File: src/hdl/ttjf_pkg.sv
package ttjf_pkg;

  localparam int FINGER_SLOTS = 8;
  localparam int COORD_BITS   = 16;
  localparam int SLOT_IDX_W   = 3;

  localparam logic [11:0] TAP_DISTANCE_RST = 12'd100;
  localparam logic [15:0] TAP_TIME_RST     = 16'd150;
  localparam logic [3:0]  TAP_Y_EXTRA      = 4'd10;

  localparam int CFG_INDEX_W = 1;
  localparam int CFG_DATA_W  = 16;

  typedef enum logic [CFG_INDEX_W-1:0] {
    REG_TAP_DISTANCE = 1'b0,
    REG_TAP_TIME     = 1'b1
  } cfg_reg_t;

  typedef enum logic {
    OP_DOWN = 1'b0,
    OP_UP   = 1'b1
  } op_t;

  typedef logic [FINGER_SLOTS-1:0] slot_mask_t;
  typedef logic [COORD_BITS-1:0]   coord_t;

  typedef struct packed {
    logic                  operation;
    logic [SLOT_IDX_W-1:0] finger_index;
    logic [15:0]           pos_x;
    logic [15:0]           pos_y;
    logic [31:0]           time_ms;
  } in_item_t;

  typedef struct packed {
    logic [15:0] out_x;
    logic [15:0] out_y;
    logic        snapped;
    logic        filter_on;
  } out_item_t;

  typedef struct packed {
    slot_mask_t  contact_mask;
    logic        active;
    coord_t      anchor_x;
    coord_t      anchor_y;
    logic [31:0] first_touch_time;
  } filt_state_t;

  typedef struct packed {
    logic [11:0] tap_distance;
    logic [15:0] tap_time_ms;
  } filt_cfg_t;

endpackage

File: src/hdl/ttjf_step.sv
module ttjf_step
  import ttjf_pkg::*;
(
  input  in_item_t    item,
  input  filt_state_t state,
  input  filt_cfg_t   cfg,
  output filt_state_t state_next,
  output out_item_t   result
);

  logic             in_range;
  slot_mask_t       bit_sel;
  slot_mask_t       cur_down;
  slot_mask_t       cur_up;
  coord_t           x;
  coord_t           y;
  coord_t           dx;
  coord_t           dy;
  logic [31:0]      dt;
  logic [12:0]      y_limit;
  logic             multi;
  logic             in_time;
  logic             in_box;
  logic             snap;

  always_comb begin
    in_range = 32'(item.finger_index) < FINGER_SLOTS;
    bit_sel  = slot_mask_t'(1) << item.finger_index;
    cur_down = state.contact_mask | bit_sel;
    cur_up   = state.contact_mask & ~bit_sel;
    x        = item.pos_x[COORD_BITS-1:0];
    y        = item.pos_y[COORD_BITS-1:0];
    dx       = (state.anchor_x >= x) ? state.anchor_x - x : x - state.anchor_x;
    dy       = (state.anchor_y >= y) ? state.anchor_y - y : y - state.anchor_y;
    dt       = item.time_ms - state.first_touch_time;
    y_limit  = {1'b0, cfg.tap_distance} + 13'(TAP_Y_EXTRA);
    multi    = (cur_down & (cur_down - slot_mask_t'(1))) != '0;
    in_time  = dt < {16'b0, cfg.tap_time_ms};
    in_box   = (32'(dx) <= 32'(cfg.tap_distance)) && (32'(dy) <= 32'(y_limit));
    snap     = 1'b0;

    state_next = state;
    if (in_range) begin
      if (item.operation == OP_DOWN) begin
        if (!state.active) begin
          if (state.contact_mask == '0) begin
            state_next.anchor_x         = x;
            state_next.anchor_y         = y;
            state_next.active           = 1'b1;
            state_next.first_touch_time = item.time_ms;
          end
        end else if (multi || !in_time || !in_box) begin
          state_next.active = 1'b0;
        end else begin
          snap = 1'b1;
        end
        state_next.contact_mask = cur_down;
      end else begin
        if (state.contact_mask != '0 && cur_up == '0) begin
          state_next.active = 1'b0;
        end
        state_next.contact_mask = cur_up;
      end
    end

    result.out_x     = snap ? 16'(state.anchor_x) : 16'(x);
    result.out_y     = snap ? 16'(state.anchor_y) : 16'(y);
    result.snapped   = snap;
    result.filter_on = state_next.active;
  end

endmodule

File: src/hdl/ttjf_regs.sv
module ttjf_regs
  import ttjf_pkg::*;
(
  input  logic                   clk,
  input  logic                   rst,
  input  logic                   cfg_we,
  input  logic [CFG_INDEX_W-1:0] cfg_index,
  input  logic [CFG_DATA_W-1:0]  cfg_data,
  input  logic                   load,
  input  filt_state_t            state_next,
  output filt_state_t            state,
  output filt_cfg_t              cfg
);

  always_ff @(posedge clk) begin
    if (rst) begin
      cfg.tap_distance <= TAP_DISTANCE_RST;
      cfg.tap_time_ms  <= TAP_TIME_RST;
      state            <= '0;
    end else begin
      if (cfg_we) begin
        unique case (cfg_reg_t'(cfg_index))
          REG_TAP_DISTANCE: cfg.tap_distance <= cfg_data[11:0];
          REG_TAP_TIME:     cfg.tap_time_ms  <= cfg_data[15:0];
          default:          ;
        endcase
      end
      if (load) begin
        state <= state_next;
      end
    end
  end

endmodule

File: src/hdl/touch_tap_jitter_filter_core.sv
// Touchpad tap jitter filter. Each accepted request (finger down or up report)
// gives exactly one result: the reported coordinates, or the anchor of the
// first touch while a single finger stays down inside the tap box and within
// tap_time_ms. A request is evaluated in the cycle it is accepted and its
// result appears in the output register on the next cycle, so the block takes
// one request per cycle; in_ready drops only while the output register holds a
// result that out_ready does not take. Configuration is a single-cycle write
// (index 0 tap_distance, 1 tap_time_ms) and should only be done while idle.
module touch_tap_jitter_filter_core
  import ttjf_pkg::*;
(
  input  logic                   clk,
  input  logic                   rst,
  input  logic                   cfg_we,
  input  logic [CFG_INDEX_W-1:0] cfg_index,
  input  logic [CFG_DATA_W-1:0]  cfg_data,
  input  logic                   in_valid,
  output logic                   in_ready,
  input  in_item_t               in_item,
  output logic                   out_valid,
  input  logic                   out_ready,
  output out_item_t              out_item
);

  filt_state_t state;
  filt_state_t state_next;
  filt_cfg_t   cfg;
  out_item_t   result;
  logic        accept;

  assign in_ready = !out_valid || out_ready;
  assign accept   = in_valid && in_ready;

  ttjf_step u_step (
    .item       (in_item),
    .state      (state),
    .cfg        (cfg),
    .state_next (state_next),
    .result     (result)
  );

  ttjf_regs u_regs (
    .clk        (clk),
    .rst        (rst),
    .cfg_we     (cfg_we),
    .cfg_index  (cfg_index),
    .cfg_data   (cfg_data),
    .load       (accept),
    .state_next (state_next),
    .state      (state),
    .cfg        (cfg)
  );

  always_ff @(posedge clk) begin
    if (rst) begin
      out_valid <= 1'b0;
    end else if (accept) begin
      out_valid <= 1'b1;
    end else if (out_ready) begin
      out_valid <= 1'b0;
    end
  end

  always_ff @(posedge clk) begin
    if (accept) begin
      out_item <= result;
    end
  end

  // armed filter always tracks exactly one finger
  a_active_one_finger: assert property (@(posedge clk) disable iff (rst)
    state.active |-> $onehot(state.contact_mask))
    else $error("filter active without exactly one finger in contact");

  a_snap_needs_active: assert property (@(posedge clk) disable iff (rst)
    out_valid && out_item.snapped |-> out_item.filter_on)
    else $error("snapped result with filter off");

  a_result_follows: assert property (@(posedge clk) disable iff (rst)
    accept |=> out_valid && out_item.filter_on == state.active)
    else $error("result missing or filter flag mismatch");

  a_snap_anchor: assert property (@(posedge clk) disable iff (rst)
    accept && result.snapped |=> out_item.out_x == 16'($past(state.anchor_x)) &&
      out_item.out_y == 16'($past(state.anchor_y)))
    else $error("snapped result not at anchor");

endmodule
File: config.mk
export PLATFORM = sky130hd
export DESIGN_NAME = touch_tap_jitter_filter_core
export DESIGN_NICKNAME = d
export VERILOG_FILES = /design/src/hdl/ttjf_pkg.sv /design/src/hdl/ttjf_step.sv /design/src/hdl/ttjf_regs.sv /design/src/hdl/touch_tap_jitter_filter_core.sv
export SDC_FILE = /design/constraint.sdc
export NUM_CORES = 1
export LEC_CHECK = 0
export BUFFER_PORTS_ARGS = -buffer_cell sky130_fd_sc_hd__buf_2
export CORE_MARGIN = 2
export CORE_UTILIZATION = 32
export DETAILED_ROUTE_END_ITERATION = 16
export PLACE_DENSITY = 0.59
export SETUP_SLACK_MARGIN = 0.5
export SLEW_MARGIN = 15
export SYNTH_ARGS = -nofsm -noshare
export SYNTH_HDL_FRONTEND = slang
export SYNTH_SLANG_ARGS = --single-unit
File: constraint.sdc
create_clock -name clk -period 6.8 [get_ports clk]
set_input_delay 0.34 -clock clk [delete_from_list [all_inputs] [get_ports clk]]
set_output_delay 0.34 -clock clk [all_outputs]
set_load 0.05 [all_outputs]
==> results.md, run 1 <==
### Clocking
• 17 — Inserted Clock Buffers
• built — TritonCTS clock tree
• 136 — sink count of the clock tree
• 0 — count of hold buffers inserted by post-cts repair
• 0 — post-CTS setup-driven buffer insertion count
• 4 — deepest level of the CTS H-tree
• 0.45 ns — worst-skew pair later-pin latency
• 2 — number of buffers on the longest clock path
• sky130_fd_sc_hd__clkbuf_16 — Root Buffer
• 0.06 ns — Clk pin slew, worst setup/hold paths
• 0 — post-cts gate resize count

### Finish
• 13.8% — synthesis-to-layout area growth
• 13,100 um^2 — final std cell area, no fill
• 0.369 — Post-Route Utilization
• 0.121 — proportion of layout cells with a drive suffix above 1
• 1,796 — Final nets

### GRT
• 0.185 — overall routing resource usage
• 1 — number of antenna violations at the first check in global routing
• 0 — Overflow after GRT
• 10,300 — vias in the first global route
• 55,500 um — wire length of the first global-routing pass
• 70 — pin count of the biggest net entering global routing

### STA
• 0 — number of hold-slack violations in the final timing report
• 0.994 ns — Worst-Margin Slew
• no — unrepaired setup endpoints after global routing
• 0 ns — aggregate negative setup slack
• 0.338 — worst slew margin relative to its limit
• 5.89 ns — shortest period the worst path allows
• 0.0123 ns — Setup Skew
• 0 — number of endpoints failing setup at the final stage
• 170 MHz — max frequency
• 0.130 ns — worst hold slack
• 0.865 — final worst path period share
• 0 — max-slew violation count

### Detailed routing
• 0 — remaining design rule violation count
• 10,500 — via count
• 6 — TritonRoute pass-1 iters
• 16.8 um — DR WL/cell
• 34,400 um — post-detailed-routing wire length
• 595 — initial detailed-routing violation count
• 0 — antenna-violating nets left
• 5.16 — Vias/cell

### Placed design
• 27,000 um — hpwl dp
• 0.931 — weighted congestion at the end of routability-driven global placement
• 12,500 um^2 — placed standard-cell area
• 125 — count of port buffers added during placement

### Die
• 69 — Rows
• 126 — I/O pin cnt
• 37,400 um^2 — total die area
• 0.324 — Starting Density
• 193 um — Die Wd
• 35,400 um^2 — core area
• 193 um — overall die height

### Power
• 0.351 — switching part of the total
• 205 nW/um^2 — Power Density
• 0.310 — Comb power frac
• 0.353 — clock share of power
• 5.50 nW — Pleak
• 1.73 mW — internal power contribution
• 938 uW — switching power summed over all nets
• 0.337 — share of power burned in registers
• 0.187 mV — worst vdd rail ir drop

### Synth
• 1,714 — Synthesized Nets
• 1,485 — Post-Syn Instances
• 0 — fraction of synthesis flops using an asynchronous set or reset pin
• 34 — number of synthesized flops with an enable pin
• 136 — synthesis-stage register bit count
• 0.267 — sequential share of the synthesized area
• sky130_fd_sc_hd__dfxtp_1 — dominant synthesized flop cell
• sky130_fd_sc_hd__nand2_1 — top-count cell post-synth
• sky130_fd_sc_hd__dfxtp_1 (18%), sky130_fd_sc_hd__ha_1 (15%), sky130_fd_sc_hd__a21oi_1 (8.9%), sky130_fd_sc_hd__edfxtp_1 (8.9%), sky130_fd_sc_hd__nand2_1 (8.5%) — ranking of synthesized cells by area
• sky130_fd_sc_hd__dfxtp_1 — post-synthesis cell type with the largest combined area
• 7.72 um^2 — syn avg cell area
• 11,500 um^2 — post-synthesis instance area
• 72 — synth unique cells
• 0 — Synth Warn #
• 0.178 — portion of synthesized cell area occupied by the leading cell type
• sky130_fd_sc_hd__nand2_1 (261), sky130_fd_sc_hd__a21oi_1 (204), sky130_fd_sc_hd__inv_1 (146) — leading cell types by count after synthesis

### Setup path
• u_regs.state[40] — RR Startpoint
• 6.99 ns — worst path required time
• register — Setup crit start kind
• 2 — buffers and inverters on the worst path
• compound AO/OA/AOI/OAI gates — crit-path leading delay family
• ha_1 > nand2_1 > a2111oi_0 > a21oi_1 > o21ai_1 > buf_4 > nand2_1 > o21a_1 > a31oi_1 > o32ai_1 > xor2_1 > ha_1 > a211oi_1 > o21ai_0 > a211oi_1 > o32ai_1 > nor4_2 > nand4_1 > nor4_2 > nand4_4 > buf_4 > mux2i_1 — ordered cell list for the critical path
• 6.07 ns — worst endpoint data arrival time
• sky130_fd_sc_hd__ha_1 — slowest CP cell
• 15 — maximum fanout along the worst path
• 0.47 ns — CP max stage delay
• reg -> reg — CP Class
• register — endpoint type of the worst setup path
• u_regs.state[40] — launch point of the worst path

### Worst hold path
• in -> reg — worst hold path type
• cfg_data[12] — Hold Crit Start

### Run
• 0 — max-cap check violation count

### Run status
• finished clean — outcome

==> layer usage <==
layer	up-vias	GRT usage	part of all wire
met5	-	0	0
met4	0	0.0523	0.017
met3	36	0.0364	0.039
met2	216	0.315	0.48
met1	4914	0.236	0.46
li1	5370	-	-
==> cells in the final DEF (no fill, tap or decap), types with 8 or more instances in the layout <==
cell type / count
sky130_fd_sc_hd__a211oi_1: 13
sky130_fd_sc_hd__a21o_1: 33
sky130_fd_sc_hd__a21oi_1: 204
sky130_fd_sc_hd__a311oi_1: 11
sky130_fd_sc_hd__a31oi_1: 10
sky130_fd_sc_hd__buf_2: 124
sky130_fd_sc_hd__buf_4: 12
sky130_fd_sc_hd__clkbuf_16: 19
sky130_fd_sc_hd__dfxtp_1: 102
sky130_fd_sc_hd__edfxtp_1: 34
sky130_fd_sc_hd__ha_1: 134
sky130_fd_sc_hd__inv_1: 146
sky130_fd_sc_hd__mux2i_1: 45
sky130_fd_sc_hd__nand2_1: 260
sky130_fd_sc_hd__nand2b_1: 9
sky130_fd_sc_hd__nand3_1: 22
sky130_fd_sc_hd__nand4_1: 26
sky130_fd_sc_hd__nor2_1: 46
sky130_fd_sc_hd__nor2b_1: 15
sky130_fd_sc_hd__nor3_1: 23
sky130_fd_sc_hd__o21a_1: 12
sky130_fd_sc_hd__o21ai_0: 57
sky130_fd_sc_hd__o21bai_1: 17
sky130_fd_sc_hd__o22ai_1: 8
sky130_fd_sc_hd__xnor2_1: 43
sky130_fd_sc_hd__xor2_1: 17
==> through the flow <==
step                      power (mW)  std cells  setup WS [ns]
after floorplan                 1.51       1485           1.56
after global placement          1.73       2009          0.853
after detailed placement        1.74       2009          0.734
after CTS                       2.70       2041          0.900
after global routing            2.84       2041          0.553
final                           2.67       2042          0.915
==> cells by family (layout without fill, tap and decap cells) <==
kind of cell | after synthesis | count (layout) | synth area share
muxes | 52 | 52 | 0.0461
adders and majority gates | 139 | 139 | 0.155
AOI/OAI and AO/OA | 425 | 425 | 0.229
DFF | 136 | 136 | 0.267
buffers and inverters | 219 | 314 | 0.0738
and+or+nand+nor | 454 | 454 | 0.183
other | 0 | 1 | 0
xor gates and xnor gates | 60 | 60 | 0.0458
==> cell type report <==
type / count / area, um^2
Clock inverter: 9 / 57.6
Sequential cell: 136 / 3060
Timing Repair Buffer: 136 / 711
Clock buffer: 23 / 531
Multi-Input combinational cell: 1130 / 7560
Fill cell: 3724 / 22300
Tap cell: 461 / 577
Inverter: 146 / 548
Antenna cell: 1 / 2.50
==> worst register-to-register path: stages, from the launching register on <==
cell,delay (ns)
sky130_fd_sc_hd__dfxtp_1,0.33
sky130_fd_sc_hd__ha_1,0.47
sky130_fd_sc_hd__nand2_1,0.21
sky130_fd_sc_hd__a2111oi_0,0.46
sky130_fd_sc_hd__a21oi_1,0.12
sky130_fd_sc_hd__o21ai_1,0.23
sky130_fd_sc_hd__buf_4,0.28
sky130_fd_sc_hd__nand2_1,0.08
sky130_fd_sc_hd__o21a_1,0.10
sky130_fd_sc_hd__a31oi_1,0.26
sky130_fd_sc_hd__o32ai_1,0.14
sky130_fd_sc_hd__xor2_1,0.17
sky130_fd_sc_hd__ha_1,0.34
sky130_fd_sc_hd__a211oi_1,0.22
sky130_fd_sc_hd__o21ai_0,0.11
sky130_fd_sc_hd__a211oi_1,0.27
sky130_fd_sc_hd__o32ai_1,0.18
sky130_fd_sc_hd__nor4_2,0.34
sky130_fd_sc_hd__nand4_1,0.16
sky130_fd_sc_hd__nor4_2,0.27
sky130_fd_sc_hd__nand4_4,0.37
sky130_fd_sc_hd__buf_4,0.36
sky130_fd_sc_hd__mux2i_1,0.14
==> flip-flops by register name, summed over array words and instances, names as in the netlist, named ones only <==
signal        flops
out_item         34
out_valid         1
u_regs.cfg       28
u_regs.state     65
==> power by group through the flow <==
| stage | combinational (mW) | sequential, mW | clock, mW |
|---|---|---|---|
| 2_1_floorplan | 0.556 | 0.954 | 0 |
| 5_1_grt | 0.927 | 0.905 | 1.01 |
| 4_1_cts | 0.831 | 0.900 | 0.970 |
| 6_report | 0.829 | 0.900 | 0.942 |
| 3_3_place_gp | 0.818 | 0.916 | 0 |
| 3_5_place_dp | 0.826 | 0.917 | 0 |
==> final timing paths <==
check,endpoint,slack [ns],depth (start not counted)
worst max register to register,out_item[20],0.91,22
worst max-delay path,out_item[20],0.91,22
worst min-delay path,u_regs.cfg[12],0.13,3
worst min register to register,u_regs.state[12],0.45,2
(Power assumes the default switching activity.)
==> inputs of run 2 (changes only) <==
Settings changed: ABC_AREA set to 1, CORE_UTILIZATION 32 to 50, HOLD_SLACK_MARGIN set to 0.06, PLACE_DENSITY 0.59 to 0.8.
==> results.md, run 2 <==
### STA
• 0.355 — worst slew margin relative to its limit, +0.0171
• 1.42 ns — post-layout worst setup margin, +0.504 ns
• 0 — number of endpoints failing setup at the final stage, unchanged
• 0.0148 ns — Setup Skew, +0.00256 ns
• 5.38 ns — shortest period the worst path allows, -0.504 ns
• no — unrepaired setup endpoints after global routing
• 0 — number of hold-slack violations in the final timing report, unchanged
• 0 — max-slew violation count, unchanged
• 0.967 ns — Worst-Margin Slew, -0.0267 ns
• 0 ns — aggregate negative setup slack, unchanged
• 0.791 — final worst path period share, -0.0740
• 186 MHz — max frequency, +9.4%

### Setup path
• 6.95 ns — worst path required time, -0.04 ns
• sky130_fd_sc_hd__buf_4 — slowest CP cell
• simple AND/OR/NAND/NOR gates — crit-path leading delay family
• sky130_fd_sc_hd__nand2_1 — most frequent CP cell
• 1.42 ns — reg-to-reg slack, setup, +0.50 ns
• 5.54 ns — worst endpoint data arrival time, -0.53 ns
• 0.48 ns — CP max stage delay, about the same
• 42 — maximum fanout along the worst path, +27
• reg -> reg — CP Class
• register — Setup crit start kind
• 5 — buffers and inverters on the worst path, +3
• register — endpoint type of the worst setup path

### GRT
• 0 — number of antenna violations at the first check in global routing, -1
• 11,600 — vias in the first global route, +12%
• 0.454 — grt met2 use, +0.138
• 0 — Overflow after GRT, unchanged
• 0.0321 — met3 usage, -0.00430
• 85 — pin count of the biggest net entering global routing, +21%
• met2 — busiest layer in global routing
• 54,600 um — wire length of the first global-routing pass, -1.7%
• 0.330 — global-route met1 utilization, +0.0940
• 0.261 — overall routing resource usage, +0.0762

### Synth
• sky130_fd_sc_hd__nand2_1 — top-count cell post-synth
• 136 — synthesis-stage register bit count, unchanged
• 1,853 — Post-Syn Instances, +25%
• 44 — synth unique cells, -39%
• 0 — mux contribution to synthesized area, -0.0461
• sky130_fd_sc_hd__dfxtp_1 — post-synthesis cell type with the largest combined area
• 12,000 um^2 — post-synthesis instance area, +4.5%
• sky130_fd_sc_hd__dfxtp_1 — dominant synthesized flop cell
• 34 — number of synthesized flops with an enable pin, unchanged
• 0.256 — sequential share of the synthesized area, -0.0114
• simple AND/OR/NAND/NOR gates — main combinational cell family by area after synthesis
• 6.47 um^2 — syn avg cell area, -16%
• 2,082 — Synthesized Nets, +21%
• 0.148 — fraction of the mapped netlist area in adder cells, -0.00662
• 0.294 — Post-Synth Simple-Gate Area, +0.110
• sky130_fd_sc_hd__dfxtp_1 (17%), sky130_fd_sc_hd__nand2_1 (16%), sky130_fd_sc_hd__ha_1 (14%), sky130_fd_sc_hd__inv_1 (9.7%), sky130_fd_sc_hd__edfxtp_1 (8.5%) — ranking of synthesized cells by area
• 0 — fraction of synthesis flops using an asynchronous set or reset pin, unchanged
• 0.0322 — xor/xnor share of the synthesized area, -0.0137
• 0 — Synth Warn #, unchanged
• sky130_fd_sc_hd__nand2_1 (502), sky130_fd_sc_hd__inv_1 (309), sky130_fd_sc_hd__nor2_1 (206) — leading cell types by count after synthesis
• 0.154 — Compound-Gate Fraction of Synth Area, -0.0756
• 0.170 — portion of synthesized cell area occupied by the leading cell type, -0.00761

### Run status
• finished clean — outcome

### Power
• 6.76 nW — Pleak, +23%
• 0.123 mV — worst vdd rail ir drop, -35%
• 2.99 mW — post-layout total power, +12%
• 223 nW/um^2 — Power Density, +8.8%

### Detailed routing
• 856 — initial detailed-routing violation count, +44%
• 5.26 — Vias/cell, +2.0%
• 0 — antenna-violating nets left, unchanged
• 12,000 — via count, +14%
• 5 — TritonRoute pass-1 iters, -1
• 0 — remaining design rule violation count, unchanged
• 14.3 um — DR WL/cell, -15%
• 32,800 um — post-detailed-routing wire length, -4.7%

### Die
• 25,200 um^2 — total die area, -33%
• 126 — I/O pin cnt, unchanged
• 159 um — Die Wd, -18%
• 56 — Rows, -19%
• 23,500 um^2 — core area, -34%
• 159 um — overall die height, -18%
• 0.510 — Starting Density, +0.186

### Clocking
• 0 — post-cts gate resize count, unchanged
• 17 — Inserted Clock Buffers, unchanged
• 2 — number of buffers on the longest clock path, unchanged
• 4 — deepest level of the CTS H-tree, unchanged
• sky130_fd_sc_hd__clkbuf_16 — Root Buffer
• 0.07 ns — Clk pin slew, worst setup/hold paths, about the same
• 0.44 ns — worst-skew pair later-pin latency, about the same
• 136 — sink count of the clock tree, unchanged
• built — TritonCTS clock tree
• 0 — post-CTS setup-driven buffer insertion count, unchanged
• 0 — count of hold buffers inserted by post-cts repair, unchanged

### Finish
• u_regs.state (65), out_item (34), u_regs.cfg (28) — largest registers
• u_regs.state — register name with the most flops
• sky130_fd_sc_hd__nand2_1 (502), sky130_fd_sc_hd__inv_1 (309), sky130_fd_sc_hd__nor2_1 (206), sky130_fd_sc_hd__ha_1 (134), sky130_fd_sc_hd__buf_2 (125) — most used cells in the layout excluding fill and tap cells
• 65 — max FFs per register, unchanged
• 12.0% — synthesis-to-layout area growth
• 0.0945 — proportion of layout cells with a drive suffix above 1, -0.0264
• 0.572 — Post-Route Utilization, +0.203
• 2,288 — final cell count without fillers, +12%
• 2,185 — Final nets, +22%
• 0 — Inserted Diodes, -1
• sky130_fd_sc_hd__nand2_1 — commonest non-fill, non-tap cell in the layout

### Placed design
• 2,256 — instance count after placement with tap cells included, +12%
• 1.42 ns — setup slack after placement, +0.682 ns
• 0.986 — weighted congestion at the end of routability-driven global placement, +6.0%
• 25,700 um — hpwl dp, -4.6%
• 125 — count of port buffers added during placement, unchanged

### Run
• 0 — max-cap check violation count, unchanged

### Worst hold path
• in -> reg — worst hold path type

run 2: cell count changes after synthesis, sizes merged, moves of 15 or more:
cell    previous run  this run
a211oi            14        66
a21o              33         6
a21oi            204       110
clkbuf            66        31
inv              146       314
mux2i             45         0
nand2            261       507
nand3             22        95
nor2              46       211
nor2b             15         0
o21ai             58        97
xnor2             43        14
run 2: kinds of logic after synthesis:
family,after synthesis
compound gates,310
buf+inv,360
simple gates,864
xor+xnor,44
flops,136
fa+ha+maj,139
run 2: layout make-up:
cell class	count	area, um^2
Fill cell	2297	10100
Inverter	315	1180
Clock inverter	11	113
Sequential cell	136	3060
Clock buffer	21	472
Multi-Input combinational cell	1357	7530
Timing Repair Buffer	129	656
Tap cell	319	399
run 2: worst paths after layout:
path | cells past startpoint | to | from
min reg2reg | 2 | u_regs.cfg[15] | u_regs.cfg[15]
min | 3 | u_regs.cfg[2] | cfg_data[2]
max | 32 | out_item[13] | u_regs.state[32]
max reg2reg | 32 | out_item[13] | u_regs.state[32]
run 2: routing by layer:
| layer | vias up | routed length [um] |
|---|---|---|
| met1 | 5486 | 14700 |
| met4 | 0 | 926 |
| met3 | 70 | 1440 |
| met5 | - | 0 |
| li1 | 6192 | - |
| met2 | 294 | 15700 |
run 2: where the power goes:
group          total, mW  switching [mW]  internal, mW  leakage [nW]
registers          0.914          0.0245         0.889          1.17
clock network      0.947           0.405         0.543         0.286
logic               1.13           0.732         0.393          5.31
total               2.99            1.16          1.82          6.76
run 2: per-stage QoR:
step,hold WS [ns],instance area [um^2]
floorplan,0.435,12000
global placement,0.448,12800
detailed placement,0.457,12800
CTS,0.150,13400
global route,0.178,13400
finish,0.156,13400
run 2: worst min-delay path, delay by kind of cell:
kind / cells / cell delay [ns]
buf+inv: 1 / 0.10
compound gates: 1 / 0.07
simple gates: 1 / 0.05
